<file path="src/sv/greedy_box_nms_unit_assert.svh">
// Assertion macros shared by the greedy box suppression unit.
`ifndef GREEDY_BOX_NMS_UNIT_ASSERT_SVH
`define GREEDY_BOX_NMS_UNIT_ASSERT_SVH
`ifndef SYNTHESIS
`define GBN_ASSERT(lbl, prop, msg) \
    lbl: assert property (@(posedge i_clk) disable iff (!i_rst_n) prop) else $error(msg);
`define GBN_NEVER(lbl, cond, msg) \
    lbl: assert property (@(posedge i_clk) disable iff (!i_rst_n) !(cond)) else $error(msg);
`else
`define GBN_ASSERT(lbl, prop, msg)
`define GBN_NEVER(lbl, cond, msg)
`endif
`endif

</file>
<file path="src/sv/gbn_pkg.sv">
// Types and constants shared by the greedy box suppression unit.
package gbn_pkg;
    localparam int QUEUE_DEPTH = 4;

    typedef struct packed {
        logic [15:0] left;
        logic [15:0] top;
        logic [15:0] width;
        logic [15:0] height;
    } t_box;

    typedef struct packed {
        t_box        box;
        logic [15:0] score;
        logic        frame_end;
    } t_item;
endpackage

</file>
<file path="src/sv/gbn_front.sv">
// Input side: accepts box words and queues them for the suppression engine.
module gbn_front
    import gbn_pkg::*;
(
    input  logic  i_clk,
    input  logic  i_rst_n,
    input  logic  i_push,
    input  t_item i_item,
    output logic  o_full,
    input  logic  i_pop,
    output logic  o_valid,
    output t_item o_item
);
    localparam int PW = $clog2(QUEUE_DEPTH);

    t_item            r_mem [QUEUE_DEPTH];
    logic [PW-1:0]    r_wr;
    logic [PW-1:0]    r_rd;
    logic [PW:0]      r_count;
    logic             push_ok;
    logic             pop_ok;

    assign o_full  = (r_count == (PW+1)'(QUEUE_DEPTH));
    assign o_valid = (r_count != '0);
    assign o_item  = r_mem[r_rd];
    assign push_ok = i_push && !o_full;
    assign pop_ok  = i_pop && o_valid;

    always_ff @(posedge i_clk) begin
        if (push_ok) begin
            r_mem[r_wr] <= i_item;
        end
    end

    always_ff @(posedge i_clk) begin
        if (!i_rst_n) begin
            r_wr    <= '0;
            r_rd    <= '0;
            r_count <= '0;
        end else begin
            if (push_ok) begin
                r_wr <= r_wr + 1'b1;
            end
            if (pop_ok) begin
                r_rd <= r_rd + 1'b1;
            end
            case ({push_ok, pop_ok})
                2'b10:   r_count <= r_count + 1'b1;
                2'b01:   r_count <= r_count - 1'b1;
                default: r_count <= r_count;
            endcase
        end
    end
endmodule

</file>
<file path="config.mk">
export PLATFORM = sky130hd
export DESIGN_NAME = gbn_front
export DESIGN_NICKNAME = d
export VERILOG_FILES = /design/src/sv/greedy_box_nms_unit_assert.svh /design/src/sv/gbn_pkg.sv /design/src/sv/gbn_front.sv
export SDC_FILE = /design/constraint.sdc
export NUM_CORES = 1
export LEC_CHECK = 0
export ABC_CLOCK_PERIOD_IN_PS = 6900
export BUFFER_PORTS_ARGS = -buffer_cell sky130_fd_sc_hd__buf_2
export CORE_MARGIN = 2
export CORE_UTILIZATION = 55
export DETAILED_ROUTE_END_ITERATION = 12
export PLACE_DENSITY = 0.86
export SETUP_SLACK_MARGIN = 0.02
export SLEW_MARGIN = 20
export SYNTH_ARGS = -nofsm -noshare
export SYNTH_HDL_FRONTEND = slang
export SYNTH_SLANG_ARGS = --single-unit
</file>
<file path="constraint.sdc">
create_clock -name i_clk -period 6.9 [get_ports i_clk]
set_input_delay 1.38 -clock i_clk [delete_from_list [all_inputs] [get_ports i_clk]]
set_output_delay 1.38 -clock i_clk [all_outputs]
set_load 0.01 [all_outputs]
</file>
# Word-level counts from Yosys, hierarchy flattened
# Memory sizes are Yosys's and may differ from the RTL's. A register that Yosys moved wholly into a read port is not among the register bits.
# Cells that the tools add are included.
# Widths: inputs -> output; s select.
op_classes:
  addsub: 4
  n_eq_ne: 3
  mux: 5
  n_reduce_logical: 5
ops:
  columns: ["operator", "count"]
  rows:
  - ["$pmux 3 s2", 1]
  - ["$add 2x1->2 const B", 2]
  - ["$mux 2", 2]
  - ["$add 3x1->3 const B", 1]
  - ["$eq 3x3->1 const B", 1]
  - ["$reduce_bool 3->1", 1]
  - ["$sub 3x1->3 const B", 1]
  - ["$eq 2x1->1 const B", 1]
  - ["$eq 2x2->1 const B", 1]
  - ["$logic_and 1x1->1", 2]
  - ["$mux 1", 2]
  - ["$reduce_bool 2->1", 1]
  - ["$logic_not 1->1", 1]
totals:
  regBits: 7
  mem_bits_rw: 324
  memories: 1
mem_list:
  columns: ["memory", "words", "width", "rd", "rd_ports_with_merged_regs", "write_ports", "line", "rtl"]
  rows:
  - ["r_mem", 4, 81, 1, 1, 1, "gbn_front.sv:16", "t_item r_mem [QUEUE_DEPTH];"]

# Longest topological paths before layout
depth:
  ltp_word: 5
  ltp_mapped: 10
  depth_no_buf: 9

# Worst setup path before layout
# OpenSTA, ideal clock, no wires.
synth_timing:
  kind: "input to register"
  from: "in i_push"
  to: "mem r_mem[0][0] in the netlist's numbering (enable)"
  setup_ns: 0.448
  arrival_ns: 3.553
  required_ns: 6.452
  slack_ns: 2.899
  path_stages: 3
  cell_sequence: "nor2b_1 -> buf_2 -> and2_1"
synth_between:
  elab_chain_len: 3
synth_rtl:
  columns: ["element", "line", "rtl"]
  rows:
  - ["from (decl)", "gbn_front.sv:7", "input logic i_push,"]
  - ["$logic_and 1x1->1", "gbn_front.sv:26", "assign push_ok = i_push && !o_full;"]
  - ["$mux 1", "gbn_front.sv:30", "if (push_ok) begin"]
  - ["$mux 1 (implied by the code)", "gbn_front.sv:31", "r_mem[r_wr] <= i_item;"]
  - ["to (decl)", "gbn_front.sv:16", null]
# Every way passes these cells.

==> results summary <==
The flow ran to the end, and the final reports show no timing, DRC or antenna violations. The maximum fanout encountered on the critical timing path came out at 44. The clock latency on the worst-skew pair is between 0.4 and 0.5 ns. The number of I/O port buffers came out at 167. The final-stage net count came out at between 700 and 800.

After legalization and detailed placement, the total HPWL measured 12.8 mm. In this run the worst hold path is classified as register to register. The I/O pin count came out at 168. The normalized max-slew margin is about two fifths. The actual slew at the worst max-slew pin came out at 0.913 ns. The final period utilization came out at between 60% and 70%.

The share of cells above drive strength 1 is 44.8%. The max-cap violation count came out at 0. The routed layout has 5,469 vias. The global route total overflow is 0.

The clock drives 333 sinks. Global routing used between 5 and 6% of the available met3 tracks. Entering global routing, the biggest net connects 82 pins. After routing the design area is 14,400 um2. The register bit total from synthesis is 333.

The worst-case hold slack is between 0.5 and 0.6 ns. The H-tree depth reported by CTS came out at 2. The initial utilization of the core area, before any placement, comes to 56.2%. Dividing the detail-routed wire length by the instance count gives 22.1 um.

The data required time of the critical path is about 5.5 ns. In this run, CTS created clock tree buffers numbering 34. The initialized floorplan defines 54 standard-cell rows. The number of instances on the worst hold path came out at 2.

The detailed-route vias per instance came out at 5.63. The global-route total usage across every layer is 18.4%. The analysis attributes to cell leakage a power of 4.84 nW.

The detailed router finished its first iteration with 323 violations. The post-placement cell area is 13,300 um2. Setup violations remaining at the end of the flow were counted as 0. The maximum achievable frequency came out at roughly 230 MHz. The worst setup path is of the register to primary output kind.

The aggregate negative setup slack came out at 0 ns. The worst IR drop on VDD is 0.000269 V. The height of the chip came out at 153 um. The worst register-to-register path has a depth of 4. The met2 global-route usage came out at 30.7%. STA classifies the critical path endpoint as a primary output. In this run the power density over the cells is roughly 380 nW/um2. The average cell area after synthesis is 25.8 um2. The signed area change from the synthesized netlist to the final layout came out at 17.5%.

The clock-pin slew of the registers on the worst-case setup and hold paths is 0.06 ns. The non-filler instance count after layout came out at 971. The placed cell count is between 900 and 1,000.

The number of design rule violations left after detail routing came out at 0. The layer with the highest usage after global routing is met2. In this run the most critical hold path is launched from r_wr[0]. The fraction of the yosys area taken by sequential cells is between 80% and 90%. The die is 153 um wide. The cell count after synthesis came out at 475. The weighted congestion at the end of routability-driven global placement came out at ~0.74. The number of warnings reported in the yosys synthesis log came out at 0. Counting along the longest clock path gives a buffer depth of 3. The setup fix buffers added after clock tree synthesis is 0. The total power consumption of the routed design came out at between 5 and 6 mW. The remaining antenna violation count came out at 0. The number of resized instances in the post-cts repair step came out at 0. The number of global-route vias before repair is 5,929. The area inside the core boundary is ~22,000 um2. The final critical-path required period is 4.38 ns. The global-route wire length before repair came out at 33.4 mm.

The library cell used as clock root buffer is clkbuf_16. The number of max-slew violations in the final report is 0. Setup repair after global routing left no endpoint under its margin.

Yosys mapped the design onto 22 distinct sky130hd cell types. The worst setup path is launched from a register. The number of hold buffers added after cts is 0. For this run, global-route usage on met1 was measured as 24.3%. The summed instance area of the synthesized netlist came out at roughly 12,000 um2.

The number of failing hold endpoints at the final stage is 0. The worst register-to-register path begins at r_count[0]. The post-synth net total came out at 566. The maximum clock skew at final layout is about 0.018 ns. The count of TritonRoute iterations in the first routing pass is 4. TritonCTS built the clock tree. The number of antenna violations at the first check in global routing came out at 2. The area enclosed by the die boundary came out at between 20,000 and 25,000 um2. STA puts the critical path data arrival time at roughly 3 ns. The final wirelength is 21.4 mm.
==> Yosys cell counts <==
cell | n | area [um2]
a21boi_0 | 1 | 7.51
and2_1 | 7 | 43.8
buf_12 | 8 | 160
buf_2 | 9 | 45.0
buf_6 | 1 | 11.3
clkbuf_1 | 2 | 7.51
dfxtp_1 | 9 | 180
edfxtp_1 | 324 | 9730
fa_1 | 1 | 20.0
ha_1 | 5 | 62.6
inv_1 | 6 | 22.5
mux2i_1 | 2 | 20.0
mux4_2 | 81 | 1820
nand2_1 | 5 | 18.8
nor2b_1 | 3 | 18.8
nor3b_2 | 1 | 12.5
o21ai_0 | 2 | 10.0
o311ai_1 | 1 | 8.76
o31a_1 | 1 | 8.76
or3_1 | 2 | 12.5
xnor2_1 | 3 | 26.3
xor2_1 | 1 | 8.76
==> final timing paths <==
kind | slack (ns) | end
worst max register to register | 4.09 | r_mem[1][20]
worst min register to register | 0.51 | r_wr[0]
worst max-delay path | 2.52 | o_item[15]
worst min-delay path | 0.51 | r_wr[0]
==> layer usage <==
metal  vias up  part of all wire, %
met4         2                  1.9
met1      2851                   41
met3        33                  6.6
met2       181                   51
li1       2402                    -
met5         -                0.061
==> cells by family (layout without fill, tap and decap cells) <==
| family | count (synthesis) | in the layout | synth area share (%) |
|---|---|---|---|
| adders and majority gates | 6 | 6 | 0.674 |
| DFF | 333 | 333 | 80.8 |
| buffers and inverters | 26 | 241 | 2.01 |
| xor gates and xnor gates | 4 | 4 | 0.286 |
| AOI/OAI and AO/OA | 5 | 5 | 0.286 |
| other | 0 | 1 | 0 |
| and+or+nand+nor | 18 | 18 | 0.868 |
| muxes | 83 | 83 | 15.0 |
==> flip-flops by register name, indices dropped and copies added (netlist names), named ones only <==
name	count
r_mem	324
r_count	3
r_rd	2
r_wr	2
==> critical path, stage by stage (launching register included) <==
cell	delay (ns)
dfxtp_4	0.82
buf_4	0.83
mux4_2	0.62
buf_2	0.16
==> power breakdown <==
group	internal, mW	switching (mW)
sequential	2.44	0.124
clock	1.05	0.699
combinational	0.560	0.548
==> placed cells by master, fill, tap and decap left out, types with 2 or more instances in the layout <==
master | Yosys | routed
clkinv_2 | 0 | 7
o21ai_0 | 2 | 2
inv_1 | 6 | 6
xnor2_1 | 3 | 3
ha_1 | 5 | 5
clkinv_1 | 0 | 10
clkbuf_1 | 2 | 4
and2_1 | 7 | 3
edfxtp_1 | 324 | 324
clkbuf_16 | 0 | 37
nor2b_1 | 3 | 3
nand2_1 | 5 | 5
mux2i_1 | 2 | 2
bufinv_16 | 0 | 2
and2_4 | 0 | 4
buf_2 | 9 | 167
dfxtp_4 | 0 | 2
dfxtp_1 | 9 | 7
mux4_2 | 81 | 81
or3_1 | 2 | 2
buf_4 | 0 | 4
==> final cells by class <==
type,count,area [um2]
repair buffers,173,905
well taps,280,350
clock buffers,41,941
diodes,1,2.50
flip-flops and latches,333,9920
multi-input cells,116,2110
fillers,1375,7420
clock inverters,21,149
inverters,6,22.5
==> through the flow <==
| stage | worst slack [ns] | util [%] |
|---|---|---|
| 2_1_floorplan | 2.90 | - |
| 6_report | 2.52 | 66.0 |
| 5_1_grt | 2.22 | 66.0 |
| 3_3_place_gp | 2.97 | 60.8 |
| 4_1_cts | 2.38 | 66.0 |
| 3_5_place_dp | 2.92 | 61.0 |
Power figures use the tool's default switching activity.
